[config.mk]
export PLATFORM = sky130hd
export DESIGN_NAME = route_table_aging_broadcast
export DESIGN_NICKNAME = d
export VERILOG_FILES = /design/src/rtab_pkg.sv /design/src/rtab_mem.sv /design/src/rtab_timer.sv /design/src/route_table_aging_broadcast.sv
export VERILOG_INCLUDE_DIRS = /design/src /design/src/src
export SDC_FILE = /design/constraint.sdc
export NUM_CORES = 1
export LEC_CHECK = 0
export BUFFER_PORTS_ARGS = -buffer_cell sky130_fd_sc_hd__buf_2
export CAP_MARGIN = 20
export CORE_MARGIN = 1
export CORE_UTILIZATION = 60
export DETAILED_ROUTE_END_ITERATION = 12
export GPL_ROUTABILITY_DRIVEN = 0
export PLACE_DENSITY = 0.89
export SETUP_SLACK_MARGIN = 0.5
export SLEW_MARGIN = 30
export SYNTH_ARGS = -nofsm -noshare
export SYNTH_HDL_FRONTEND = slang
export SYNTH_SLANG_ARGS = --single-unit
[constraint.sdc]
create_clock -name clk -period 4.85 [get_ports clk]
set_clock_uncertainty 0.05 [all_clocks]
set_input_delay 0.97 -clock clk [delete_from_list [all_inputs] [get_ports clk]]
set_output_delay 0.97 -clock clk [all_outputs]
set_load 0.01 [all_outputs]
[src/route_table_aging_broadcast_defines.svh]
// ----------------------------------------------------------------------------
// Route table assertion macros
// Shared property forms for the route table aging and broadcast block.
// ----------------------------------------------------------------------------
`ifndef ROUTE_TABLE_AGING_BROADCAST_DEFINES_SVH
`define ROUTE_TABLE_AGING_BROADCAST_DEFINES_SVH

// same-cycle implication
`define RTAB_ASSERT_IMP(label, ante, cons, msg) \
	label: assert property (@(posedge clk) disable iff (!arst_n) (ante) |-> (cons)) \
		else $error(msg);

// next-cycle implication
`define RTAB_ASSERT_NXT(label, ante, cons, msg) \
	label: assert property (@(posedge clk) disable iff (!arst_n) (ante) |=> (cons)) \
		else $error(msg);

`endif

[src/rtab_pkg.sv]
// ----------------------------------------------------------------------------
// Route table package
// Entry type, command and result codes, register map and helper functions.
// ----------------------------------------------------------------------------
package rtab_pkg;

	typedef enum logic [1:0] {
		CMD_TICK  = 2'd0,
		CMD_WRITE = 2'd1,
		CMD_READ  = 2'd2,
		CMD_NONE  = 2'd3
	} cmd_t;

	typedef enum logic [1:0] {
		KIND_RECORD = 2'd0,
		KIND_SEND   = 2'd1,
		KIND_READ   = 2'd2
	} kind_t;

	localparam logic [1:0] TYPE_NOPATH = 2'd0;
	localparam logic [1:0] TYPE_DIRECT = 2'd1;
	localparam logic [1:0] TYPE_BRIDGE = 2'd2;

	localparam logic [2:0] CFG_BRIDGING_DISABLED = 3'd0;
	localparam logic [2:0] CFG_HIGH_COST         = 3'd1;
	localparam logic [2:0] CFG_CHECK_INTERVAL    = 3'd2;
	localparam logic [2:0] CFG_AGE_PERIOD        = 3'd3;
	localparam logic [2:0] CFG_BROADCAST_PERIOD  = 3'd4;

	localparam logic [15:0] HIGH_COST_RST        = 16'd1024;
	localparam logic [15:0] CHECK_INTERVAL_RST   = 16'd500;
	localparam logic [19:0] AGE_PERIOD_RST       = 20'd4000;
	localparam logic [19:0] BROADCAST_PERIOD_RST = 20'd15000;

	typedef struct packed {
		logic [1:0]  rtype;
		logic [15:0] cost;
		logic [3:0]  port;
	} entry_t;

	localparam entry_t ENTRY_RST = '{rtype: TYPE_NOPATH, cost: 16'd0, port: 4'd0};

	typedef struct packed {
		logic hit;
		logic age_due;
		logic bc_due;
	} tmr_stat_t;

	typedef enum logic [3:0] {
		ST_IDLE,
		ST_TICK_EVAL,
		ST_AGE,
		ST_CNT,
		ST_CNT_END,
		ST_REC_RD,
		ST_REC_EV,
		ST_SND_RD,
		ST_SND_EV,
		ST_RD_OUT
	} state_t;

	function automatic logic entry_usable(input entry_t e, input logic [15:0] hc);
		return (e.cost < hc) && (e.rtype != TYPE_NOPATH);
	endfunction

	function automatic logic entry_direct(input entry_t e, input logic [15:0] hc);
		return (e.cost < hc) && (e.rtype == TYPE_DIRECT);
	endfunction

	function automatic entry_t entry_aged(input entry_t e, input logic [15:0] hc);
		entry_t r;
		r = e;
		if ((e.rtype == TYPE_DIRECT || e.rtype == TYPE_BRIDGE) && e.cost < hc) begin
			r.cost = e.cost + 16'd1;
		end
		return r;
	endfunction

endpackage

[src/rtab_mem.sv]
// ----------------------------------------------------------------------------
// Route table memory
// One write and one registered read per cycle; per-entry valid bits give the
// no-path reset value for entries never written.
// ----------------------------------------------------------------------------
module rtab_mem #(
	parameter int SUBNETS = 16,
	parameter int AW      = 4
) (
	input  logic            clk,
	input  logic            arst_n,
	input  logic            rd_en,
	input  logic [AW-1:0]   rd_addr,
	output rtab_pkg::entry_t rd_data,
	input  logic            wr_en,
	input  logic [AW-1:0]   wr_addr,
	input  rtab_pkg::entry_t wr_data
);
	import rtab_pkg::*;

	entry_t             mem_q [SUBNETS];
	logic [SUBNETS-1:0] valid_q;
	entry_t             rd_data_q;

	always_ff @(posedge clk or negedge arst_n) begin
		if (!arst_n) begin
			valid_q <= '0;
		end else if (wr_en) begin
			valid_q[wr_addr] <= 1'b1;
		end
	end

	always_ff @(posedge clk) begin
		if (wr_en) begin
			mem_q[wr_addr] <= wr_data;
		end
	end

	always_ff @(posedge clk) begin
		if (rd_en) begin
			rd_data_q <= valid_q[rd_addr] ? mem_q[rd_addr] : ENTRY_RST;
		end
	end

	assign rd_data = rd_data_q;

endmodule

[src/rtab_timer.sv]
// ----------------------------------------------------------------------------
// Route table tick timer
// Tick clock and the check, aging and broadcast deadlines with wrap-aware
// due tests.
// ----------------------------------------------------------------------------
module rtab_timer (
	input  logic                clk,
	input  logic                arst_n,
	input  logic                tick,
	input  logic                eval,
	input  logic [15:0]         check_interval,
	input  logic [19:0]         age_period,
	input  logic [19:0]         broadcast_period,
	output rtab_pkg::tmr_stat_t stat
);
	import rtab_pkg::*;

	logic [31:0] clock_now_q;
	logic [31:0] next_check_q;
	logic [31:0] next_age_q;
	logic [31:0] next_bc_q;
	logic [31:0] age_diff;
	logic [31:0] bc_diff;

	assign age_diff     = next_age_q - clock_now_q;
	assign bc_diff      = next_bc_q - clock_now_q;
	assign stat.hit     = clock_now_q == next_check_q;
	assign stat.age_due = age_diff[31];
	assign stat.bc_due  = bc_diff[31];

	always_ff @(posedge clk or negedge arst_n) begin
		if (!arst_n) begin
			clock_now_q  <= 32'd0;
			next_check_q <= 32'd1;
			next_age_q   <= 32'd1;
			next_bc_q    <= 32'd1;
		end else begin
			if (tick) begin
				clock_now_q <= clock_now_q + 32'd1;
			end
			if (eval && stat.hit) begin
				next_check_q <= next_check_q + 32'(check_interval);
				if (stat.age_due) begin
					next_age_q <= next_age_q + 32'(age_period);
				end
				if (stat.bc_due) begin
					next_bc_q <= next_bc_q + 32'(broadcast_period);
				end
			end
		end
	end

endmodule

[src/route_table_aging_broadcast.sv]
// ----------------------------------------------------------------------------
// Route table with aging and bridge broadcast
// Top level: command sequencer, register file and output register.
// ----------------------------------------------------------------------------
// One item at a time; input is stalled until the sequencer is idle. A read
// waits for the output register to be free. A check tick runs an aging pass
// when aging is due and, when a broadcast is due and bridging is enabled, a
// usable-route count; when two or more usable direct routes are found, a
// record walk and a send walk follow, both held by output stalls. Every walk
// goes through the table memory's single read port. The table resets to no
// path through per-entry valid bits, so no clearing pass runs after reset.
`include "route_table_aging_broadcast_defines.svh"

module route_table_aging_broadcast #(
	parameter int SUBNETS = 16
) (
	input  logic        clk,
	input  logic        arst_n,
	input  logic        in_valid,
	output logic        in_stall,
	input  logic [1:0]  cmd,
	input  logic [3:0]  entry_index,
	input  logic [1:0]  entry_type,
	input  logic [15:0] entry_cost,
	input  logic [3:0]  entry_port,
	output logic        out_valid,
	input  logic        out_stall,
	output logic [1:0]  kind,
	output logic [3:0]  subnet,
	output logic [15:0] cost,
	output logic [3:0]  port,
	output logic [1:0]  route_type,
	output logic [4:0]  record_count,
	output logic        last,
	input  logic        cfg_valid,
	output logic        cfg_ready,
	input  logic [2:0]  cfg_index,
	input  logic [19:0] cfg_data
);
	import rtab_pkg::*;

	localparam int AW = $clog2(SUBNETS);
	localparam int CW = $clog2(SUBNETS + 1);

	state_t      state_q, state_d;
	logic [CW-1:0] ptr_q, n_q, nd_q;
	logic        pend_s1;
	logic [AW-1:0] age_addr_s1;
	logic        bc_due_q;
	logic [3:0]  idx_q;
	logic        in_range_q;

	logic        bd_q;
	logic [15:0] high_cost_q;
	logic [15:0] check_interval_q;
	logic [19:0] age_period_q;
	logic [19:0] bc_period_q;

	logic        out_valid_q;
	logic [1:0]  kind_q;
	logic [3:0]  subnet_q;
	logic [15:0] cost_q;
	logic [3:0]  port_q;
	logic [1:0]  rtype_q;
	logic [4:0]  count_q;
	logic        last_q;

	logic        in_acc, slot_free, ptr_end, in_range;
	logic        use_c, dir_c;
	entry_t      cur;
	tmr_stat_t   stat;
	logic        tick, eval;

	logic        mem_re, mem_we;
	logic [AW-1:0] mem_rd_addr, mem_wr_addr;
	entry_t      mem_wr_data;

	logic        out_load;
	logic [1:0]  od_kind;
	logic [3:0]  od_subnet;
	logic [15:0] od_cost;
	logic [3:0]  od_port;
	logic [1:0]  od_rtype;
	logic [4:0]  od_count;
	logic        od_last;

	assign in_acc    = in_valid && !in_stall;
	assign slot_free = !out_valid_q || !out_stall;
	assign ptr_end   = ptr_q == CW'(SUBNETS);
	assign in_range  = 32'(entry_index) < SUBNETS;
	assign use_c     = entry_usable(cur, high_cost_q);
	assign dir_c     = entry_direct(cur, high_cost_q);
	assign cfg_ready = 1'b1;

	rtab_mem #(.SUBNETS(SUBNETS), .AW(AW)) u_mem (
		.clk     (clk),
		.arst_n  (arst_n),
		.rd_en   (mem_re),
		.rd_addr (mem_rd_addr),
		.rd_data (cur),
		.wr_en   (mem_we),
		.wr_addr (mem_wr_addr),
		.wr_data (mem_wr_data)
	);

	rtab_timer u_timer (
		.clk              (clk),
		.arst_n           (arst_n),
		.tick             (tick),
		.eval             (eval),
		.check_interval   (check_interval_q),
		.age_period       (age_period_q),
		.broadcast_period (bc_period_q),
		.stat             (stat)
	);

	// next state
	always_comb begin
		state_d = state_q;
		case (state_q)
			ST_IDLE: begin
				if (in_acc) begin
					case (cmd)
						CMD_TICK: state_d = ST_TICK_EVAL;
						CMD_READ: state_d = ST_RD_OUT;
						default:  state_d = ST_IDLE;
					endcase
				end
			end
			ST_TICK_EVAL: begin
				if (!stat.hit) begin
					state_d = ST_IDLE;
				end else if (stat.age_due) begin
					state_d = ST_AGE;
				end else if (stat.bc_due && !bd_q) begin
					state_d = ST_CNT;
				end else begin
					state_d = ST_IDLE;
				end
			end
			ST_AGE: begin
				if (ptr_end && pend_s1) begin
					state_d = (bc_due_q && !bd_q) ? ST_CNT : ST_IDLE;
				end
			end
			ST_CNT: begin
				if (ptr_end && pend_s1) begin
					state_d = ST_CNT_END;
				end
			end
			ST_CNT_END: state_d = (nd_q > CW'(1)) ? ST_REC_RD : ST_IDLE;
			ST_REC_RD:  state_d = ptr_end ? ST_SND_RD : ST_REC_EV;
			ST_REC_EV: begin
				if (!use_c || slot_free) begin
					state_d = ST_REC_RD;
				end
			end
			ST_SND_RD:  state_d = ptr_end ? ST_IDLE : ST_SND_EV;
			ST_SND_EV: begin
				if (!dir_c || slot_free) begin
					state_d = ST_SND_RD;
				end
			end
			ST_RD_OUT: begin
				if (slot_free) begin
					state_d = ST_IDLE;
				end
			end
			default: state_d = ST_IDLE;
		endcase
	end

	// outputs
	always_comb begin
		in_stall    = state_q != ST_IDLE;
		tick        = 1'b0;
		eval        = 1'b0;
		mem_re      = 1'b0;
		mem_rd_addr = ptr_q[AW-1:0];
		mem_we      = 1'b0;
		mem_wr_addr = age_addr_s1;
		mem_wr_data = entry_aged(cur, high_cost_q);
		out_load    = 1'b0;
		od_kind     = KIND_RECORD;
		od_subnet   = 4'(ptr_q);
		od_cost     = cur.cost;
		od_port     = 4'd0;
		od_rtype    = TYPE_NOPATH;
		od_count    = 5'(n_q);
		od_last     = 1'b0;
		case (state_q)
			ST_IDLE: begin
				tick        = in_acc && cmd == CMD_TICK;
				mem_re      = in_acc && cmd == CMD_READ;
				mem_rd_addr = AW'(entry_index);
				mem_we      = in_acc && cmd == CMD_WRITE && in_range;
				mem_wr_addr = AW'(entry_index);
				mem_wr_data = '{rtype: entry_type, cost: entry_cost, port: entry_port};
			end
			ST_TICK_EVAL: eval = 1'b1;
			ST_AGE: begin
				mem_re = !ptr_end;
				mem_we = pend_s1;
			end
			ST_CNT:    mem_re = !ptr_end;
			ST_REC_RD: mem_re = !ptr_end;
			ST_SND_RD: mem_re = !ptr_end;
			ST_REC_EV: out_load = use_c && slot_free;
			ST_SND_EV: begin
				out_load = dir_c && slot_free;
				od_kind  = KIND_SEND;
				od_port  = cur.port;
				od_last  = nd_q == CW'(1);
			end
			ST_RD_OUT: begin
				out_load  = slot_free;
				od_kind   = KIND_READ;
				od_subnet = idx_q;
				od_cost   = in_range_q ? cur.cost : 16'd0;
				od_port   = in_range_q ? cur.port : 4'd0;
				od_rtype  = in_range_q ? cur.rtype : TYPE_NOPATH;
				od_count  = 5'd0;
				od_last   = 1'b1;
			end
			default: ;
		endcase
	end

	always_ff @(posedge clk or negedge arst_n) begin
		if (!arst_n) begin
			state_q  <= ST_IDLE;
			ptr_q    <= '0;
			pend_s1  <= 1'b0;
			n_q      <= '0;
			nd_q     <= '0;
			bc_due_q <= 1'b0;
		end else begin
			state_q <= state_d;
			case (state_q)
				ST_TICK_EVAL: begin
					ptr_q    <= '0;
					pend_s1  <= 1'b0;
					n_q      <= '0;
					nd_q     <= '0;
					bc_due_q <= stat.bc_due;
				end
				ST_AGE, ST_CNT: begin
					if (state_q == ST_CNT && pend_s1 && use_c) begin
						n_q <= n_q + CW'(1);
						if (dir_c) begin
							nd_q <= nd_q + CW'(1);
						end
					end
					if (ptr_end && pend_s1) begin
						ptr_q   <= '0;
						pend_s1 <= 1'b0;
					end else begin
						if (!ptr_end) begin
							ptr_q <= ptr_q + CW'(1);
						end
						pend_s1 <= !ptr_end;
					end
				end
				ST_CNT_END: ptr_q <= '0;
				ST_REC_RD: begin
					if (ptr_end) begin
						ptr_q <= '0;
					end
				end
				ST_REC_EV: begin
					if (!use_c || slot_free) begin
						ptr_q <= ptr_q + CW'(1);
					end
				end
				ST_SND_EV: begin
					if (!dir_c || slot_free) begin
						ptr_q <= ptr_q + CW'(1);
						if (dir_c) begin
							nd_q <= nd_q - CW'(1);
						end
					end
				end
				default: ;
			endcase
		end
	end

	always_ff @(posedge clk) begin
		age_addr_s1 <= ptr_q[AW-1:0];
		if (in_acc) begin
			idx_q      <= entry_index;
			in_range_q <= in_range;
		end
	end

	// registers
	always_ff @(posedge clk or negedge arst_n) begin
		if (!arst_n) begin
			bd_q             <= 1'b0;
			high_cost_q      <= HIGH_COST_RST;
			check_interval_q <= CHECK_INTERVAL_RST;
			age_period_q     <= AGE_PERIOD_RST;
			bc_period_q      <= BROADCAST_PERIOD_RST;
		end else if (cfg_valid && cfg_ready) begin
			case (cfg_index)
				CFG_BRIDGING_DISABLED: bd_q             <= cfg_data[0];
				CFG_HIGH_COST:         high_cost_q      <= cfg_data[15:0];
				CFG_CHECK_INTERVAL:    check_interval_q <= cfg_data[15:0];
				CFG_AGE_PERIOD:        age_period_q     <= cfg_data;
				CFG_BROADCAST_PERIOD:  bc_period_q      <= cfg_data;
				default: ;
			endcase
		end
	end

	// output beat register
	always_ff @(posedge clk or negedge arst_n) begin
		if (!arst_n) begin
			out_valid_q <= 1'b0;
		end else if (out_load) begin
			out_valid_q <= 1'b1;
		end else if (!out_stall) begin
			out_valid_q <= 1'b0;
		end
	end

	always_ff @(posedge clk) begin
		if (out_load) begin
			kind_q   <= od_kind;
			subnet_q <= od_subnet;
			cost_q   <= od_cost;
			port_q   <= od_port;
			rtype_q  <= od_rtype;
			count_q  <= od_count;
			last_q   <= od_last;
		end
	end

	assign out_valid    = out_valid_q;
	assign kind         = kind_q;
	assign subnet       = subnet_q;
	assign cost         = cost_q;
	assign port         = port_q;
	assign route_type   = rtype_q;
	assign record_count = count_q;
	assign last         = last_q;

	`RTAB_ASSERT_IMP(a_out_slot, out_load, slot_free, "beat loaded over a waiting beat")
	`RTAB_ASSERT_IMP(a_wr_state, mem_we, (state_q == ST_IDLE || state_q == ST_AGE),
		"table write outside write or aging")
	`RTAB_ASSERT_IMP(a_age_overlap, mem_we && mem_re, mem_wr_addr != mem_rd_addr,
		"read and write-back hit the same entry")
	`RTAB_ASSERT_IMP(a_bc_direct, state_q == ST_REC_RD, nd_q > CW'(1),
		"broadcast without two usable direct routes")
	`RTAB_ASSERT_NXT(a_tick_eval, tick, state_q == ST_TICK_EVAL, "tick not evaluated")

endmodule
## Word-level counts from Yosys, hierarchy flattened

Memories as Yosys holds them, arrays and structs flattened. A register that Yosys moved wholly into a read port is not among the register bits.
Index checks and enable logic that the tools add are counted.

- Add/sub/neg operators: 11
- Multiply operators: 0
- Div/mod/pow operators: 0
- Magnitude comparators: 5
- Equality and inequality tests: 32
- Shift operators: 0
- Mux-type cells: 50
- Bitwise gates (word level): 1
- Reduce and logical (&&, ||, !) cells: 51

Operators by type and width:

| kind | count |
|---|---|
| $add 32x20->32 | 2 |
| $sub 32x32->32 | 2 |
| $mux 5 | 10 |
| $mux 4 | 10 |
| $pmux 4 s10 | 1 |
| $add 32x1->32 const B | 1 |
| $add 32x16->32 | 1 |
| $eq 32x32->1 | 1 |
| $pmux 5 s5 | 1 |
| $mux 22 | 1 |
| $ne 2x2->1 const B | 10 |
| $add 16x1->16 const B | 1 |
| $eq 4x3->1 const B | 4 |
| $logic_and 1x1->1 | 16 |
| $lt 16x16->1 | 1 |
| $mux 16 | 1 |
| $or 16x16->16 | 1 |
| $reduce_and 2->1 | 8 |
| $add 5x1->5 const B | 3 |
| $pmux 5 s3 | 1 |
| $lt 4x5->1 const B | 2 |
| $mux 1 | 10 |
| $pmux 5 s2 | 1 |
| $reduce_and 5->1 | 2 |
| other kinds (35) | 59 |

- Register bits: 281
- Bits in latches: 0
- Bits in writable memories: 352
- Bits in read-only memories: 0
- Input port bits: 56
- Output and inout bits: 37
- Memories: 1

Memory list:

| name | words | bits a word | read ports | clocked after memory_dff | write ports | line | source |
|---|---|---|---|---|---|---|---|
| u_mem.mem_q | 16 | 22 | 1 | 1 | 1 | rtab_mem.sv:21 | `entry_t mem_q [SUBNETS];` |

## Logic depth before layout (Yosys ltp)

- Depth in word-level cells: 7
- Mapped depth: 13

## Cells and area by module

A second synthesis with hierarchy kept.

- Cells, all modules: 2272
- Area total of the unflattened synthesis: 30967.2 um2

Modules (own cells, without submodules):

| module | instances | cells each | area each (um2) |
|---|---|---|---|
| rtab_mem | 1 | 625 | 14590.2 |
| rtab_timer | 1 | 1039 | 9679.3 |
| route_table_aging_broadcast | 1 | 608 | 6697.7 |

## Worst setup path after synthesis

OpenSTA, ideal clock, no wires.

- Kind: flip-flop to flip-flop
- Start: reg u_mem.rd_data[5] (netlist name)
- End: reg cost_q[0] (netlist: cost[0]) (enable)
- Library setup time: 425 ps
- Arrival: 3261 ps
- Required time: 4375 ps
- Slack: 1114 ps
- Stages on the path, launching flop included: 8
- Clock period less this slack: 3736 ps
- Cell sequence: edfxtp_1 > ha_1 > a21o_1 > a211oi_1 > o211ai_1 > a31oi_1 > a21oi_1 > nor2_1

- Cells in the longest elaborated chain, start to end: 4
- Elaborated cells on any way between the ends: 6

RTL lines:

| what | line | source |
|---|---|---|
| $lt 16x16->1 * | rtab_pkg.sv:63, rtab_pkg.sv:67 |  |
| $logic_and 1x1->1, on equally long branches | rtab_pkg.sv:67, rtab_pkg.sv:63 |  |
| $logic_and 1x1->1, on equally long branches | route_table_aging_broadcast.sv:210, route_table_aging_broadcast.sv:208 |  |
| $pmux 1 s3 * | route_table_aging_broadcast.sv:191 | `case (state_q)` |
| net out_load | route_table_aging_broadcast.sv:78 | `logic out_load;` |
| to (signal assigned) | route_table_aging_broadcast.sv:331 | `cost_q <= od_cost;` |
| to (decl) | route_table_aging_broadcast.sv:62 | `logic [15:0] cost_q;` |

The timed path passes the listed nets; every way through them passes the cells marked *.
A chain may end at the register's enable or synchronous reset.

## Worst setup path after layout

- Start: reg state_q[2]
- End: reg u_mem.rd_data[18] (netlist name)

- Cells in the longest elaborated chain, start to end: 5
- Elaborated cells on any way between the ends: 15

RTL lines:

| what | line | source |
|---|---|---|
| from (decl) | route_table_aging_broadcast.sv:45 | `state_t state_q, state_d;` |
| from (signal assigned) | route_table_aging_broadcast.sv:238 | `state_q <= state_d;` |
| $logic_not 4->1 / $reduce_bool 4->1 (equally long branches) | route_table_aging_broadcast.sv:191, route_table_aging_broadcast.sv:175 |  |
| $mux 4 / $logic_not 1->1 (equally long branches) | route_table_aging_broadcast.sv:191, route_table_aging_broadcast.sv:87 |  |
| $bmux 1 s4 / $logic_and 1x1->1 (equally long branches) | rtab_mem.sv:41, route_table_aging_broadcast.sv:87 |  |
| $mux 1 (not written as such) / $logic_and 1x1->1 (equally long branches) | rtab_mem.sv:41, route_table_aging_broadcast.sv:194 |  |
| $logic_not 1->1 (no line) / $pmux 1 s2 (equally long branches) | -- |  |

Parallel ways exist; a longest one is shown, timed or not. The select of a mux whose other input is x is not followed.

==> impl_metrics.py <==
metrics = {
    "logic_synthesis": {
        "synth_edf_count": 412,
        "synth_mux_area_share_pct": 3.00,
        "synth_cell_type_count": 78,
        "synth-seq-cells": 655,
        "synthTopCellsByArea": "edfxtp_1 40%, dfrtp_1 17%, nand2_1 6.8%",
        "ys.flop_type": "edfxtp_1",
        "ys_warn_count": 0,
        "synthCells": 2763,
        "synth_compound_area_share_pct": 9.52,
        "synthXorXnorAreaFrac_pct": 4.65,
        "yosys.area_share.simple_pct": 15.3,
        "synth_fa_ha_area_share_pct": 5.84,
        "synth_area_mm2": 0.0312,
        "syn_area_per_cell_um2": 11.3,
        "synth.top_cell.area_share_pct": 39.6,
        "synth_top_area_cell": "edfxtp_1",
        "synthArstFlopShare_pct": 36.5,
        "mappedNetlistNets": 2963,
        "yosysSeqAreaShare_pct": 59.1,
        "synth_top_family_by_area": "simple AND/OR/NAND/NOR gates",
    },
    "routing": {
        "drt-pass1-iter-count": 8,
        "vias_per_cell": 6.38,
        "drtIter0Drc": 2945,
        "drc": 0,
        "wl_um": 80800,
        "num_vias": 23000,
        "antenna_left": 0,
        "drt-wirelength-per-cell_um": 22.4,
    },
    "final_layout": {
        "seq_area_mm2": 0.0185,
        "final_cell_count_no_fill": 3606,
        "syn_to_final_growth_pct": 12.3,
        "nNetsFinal": 3071,
        "layout-drive-gt1-share_pct": 14.1,
        "filler_cell_count": 3329,
        "multi_input_area_mm2": 0.0121,
    },
    "grt": {
        "grt_pass1_wl_um": 126000,
        "overflow": 0,
        "use_met1_pct": 36.9,
        "grt_start_max_net_pins": 103,
        "grtUsageMet2_pct": 50.4,
        "track_usage_pct": 30.7,
        "use_met3_pct": 6.08,
        "busiest_layer": "met2",
        "first_global_vias": 23500,
        "antenna_found_initial": 2,
    },
    "die": {
        "die_height_um": 230,
        "ios": 93,
        "dieArea_mm2": 0.0530,
        "coreArea_mm2": 0.0514,
        "die_width_um": 230,
        "start_util_pct": 60.8,
        "num_rows": 83,
    },
    "clocking": {
        "post_cts_resized": 0,
        "numCtsBuffers": 67,
        "post-cts-setup-buffers": 0,
        "cts_hold_buf": 0,
        "root_buffer": "clkbuf_16",
        "worstSkewPairLatency_ns": 0.62,
        "clk_pin_slew_ns": 0.06,
        "cts.sinks": 655,
        "ctsHtreeMaxLevel": 3,
        "tritoncts": "yes",
        "clk_path_buf_depth": 3,
    },
    "worst_setup_path": {
        "cp_num_buf_inv": 3,
        "worstPathCellList": "nor4_4 -> buf_4 -> nand2_1 -> a21boi_4 -> buf_4 -> mux4_2 -> nand2_1 -> nand2_1 -> o21ai_2 -> buf_4 -> a211oi_1",
        "cp-start-kind": "flop",
        "cpPeakStageDelay_ns": 0.72,
        "arrival_ns": 4.15,
        "setup.worst_path.end_class": "flop",
        "slowest_stage": "a21boi_4",
        "crit_family": "buffers and inverters",
        "critPathKind": "reg2reg",
        "path_max_fanout": 29,
        "cp.required_ns": 5.13,
    },
    "sta": {
        "setup_ws_ns": 0.988,
        "whs_ns": 0.261,
        "slew_violations": 0,
        "period_needed_ns": 3.86,
        "hold_violations": 0,
        "fin_crit_sh_pct": 79.6,
        "grt_setup_unrepaired": "no",
        "fmax_ghz": 0.259,
        "fin_setup_tns_ns": 0,
        "tightest_slew_ns": 0.963,
        "finalSetupViolations": 0,
        "slew_headroom_pct": 35.4,
    },
    "job": {
        "maxCapViolations": 0,
    },
    "placement": {
        "place_inst": 3481,
        "port_buffers": 91,
        "pre_cts_ws_ns": 1.08,
        "hpwl_um": 51800,
    },
    "power": {
        "leakagePower_nw": 14.2,
        "power_mw": 20.2,
        "powerDensity_mw_per_mm2": 576,
        "irDropWorstVdd_mv": 0.516,
    },
    "status": {
        "status": "finished clean",
    },
    "hold_path": {
        "hp-class": "in2async",
    },
}
## logic make-up after synthesis
kind of cell,count (synthesis)
buffers and inverters,207
XOR/XNOR,166
adder cells (fa/ha/maj),144
AND/OR/NAND/NOR,1047
multiplexers,80
other,1
flip-flops,655
AO/OA/AOI/OAI,463
## routing by layer
metal  part of all wire [%]  vias to the layer above
li1                       -                    10200
met1                     36                    11100
met2                     49                     1381
met3                    9.4                      346
met4                    6.5                        0
met5                      0                        -
## through the flow
stage / utilization [%] / instance area, µm²
detailed placement: 63.9 / 32800
global route: 68.2 / 35100
finish: 68.3 / 35100
global placement: 63.7 / 32800
floorplan: - / 31200
CTS: 68.2 / 35000
## flip-flops by register name, summed over array words and instances (netlist names), 5 cells and up
name                  count
nd_q                      5
u_timer.next_check_q     32
high_cost_q              16
u_timer.next_bc_q        32
u_timer.next_age_q       32
u_mem.rd_data            22
record_count              5
check_interval_q         16
cost                     16
ptr_q                     5
u_timer.clock_now_q      32
u_mem.mem_q             352
bc_period_q              20
age_period_q             20
n_q                       5
u_mem.valid_q            16
## cells in the mapped netlist, types with 66 or more instances
| cell type | instances |
|---|---|
| nand3_1 | 129 |
| xor2_1 | 79 |
| dfrtp_1 | 216 |
| nor2_1 | 107 |
| a21oi_1 | 86 |
| o21ai_0 | 151 |
| inv_1 | 85 |
| mux2_2 | 68 |
| edfxtp_1 | 412 |
| clkbuf_1 | 97 |
| a311oi_1 | 66 |
| nand2_1 | 569 |
| xnor2_1 | 87 |
| ha_1 | 141 |
| and3_1 | 69 |
## layout make-up
| type | instances | share of cell area, % |
|---|---|---|
| Inverter | 87 | 0.931 |
| Sequential cell | 655 | 52.6 |
| Tap cell | 680 | 2.42 |
| Antenna cell | 2 | 0.0143 |
| Clock inverter | 22 | 0.795 |
| Multi-Input combinational cell | 1901 | 34.5 |
| Timing Repair Buffer | 159 | 3.19 |
| Clock buffer | 100 | 5.51 |
## placed cells by master (no fill, tap or decap), drive strengths merged, types with 19 or more instances in the layout
cell	n
a31oi	37
clkbuf	100
xnor2	87
nand3	129
or2	19
mux2	68
buf	159
inv	90
nand4	27
a21oi	86
xor2	79
a211oi	29
and3	69
a311oi	66
edfxtp	412
dfstp	23
nand2	571
nor3	44
nor2	107
nor2b	26
o21ai	152
ha	141
dfrtp	216
## report_power, final
group          total [mW]  switching [mW]  internal [mW]
Combinational        7.07            4.80           2.26
Sequential           7.94           0.465           7.47
Clock                5.22            2.17           3.05
## final timing paths
check / from / endpoint / slack, ns / cells after the start
setup / recovery: state_q[2]$_DFFE_PN0P_ / u_mem.rd_data[18]$_SDFFCE_PN0P_ / 0.99 / 11
hold / removal: arst_n / u_timer.next_age_q[3]$_DFFE_PN0P_ / 0.26 / 1
setup reg to reg: state_q[2]$_DFFE_PN0P_ / u_mem.rd_data[18]$_SDFFCE_PN0P_ / 0.99 / 11
hold reg to reg: u_timer.next_check_q[0]$_DFFE_PN1P_ / u_timer.next_check_q[0]$_DFFE_PN1P_ / 0.42 / 2
max in group asynchronous: arst_n / check_interval_q[8]$_DFFE_PN1P_ / 3.26 / 3
min in group clk: u_timer.next_check_q[0]$_DFFE_PN1P_ / u_timer.next_check_q[0]$_DFFE_PN1P_ / 0.42 / 2
Power figures use the tool's default switching activity.
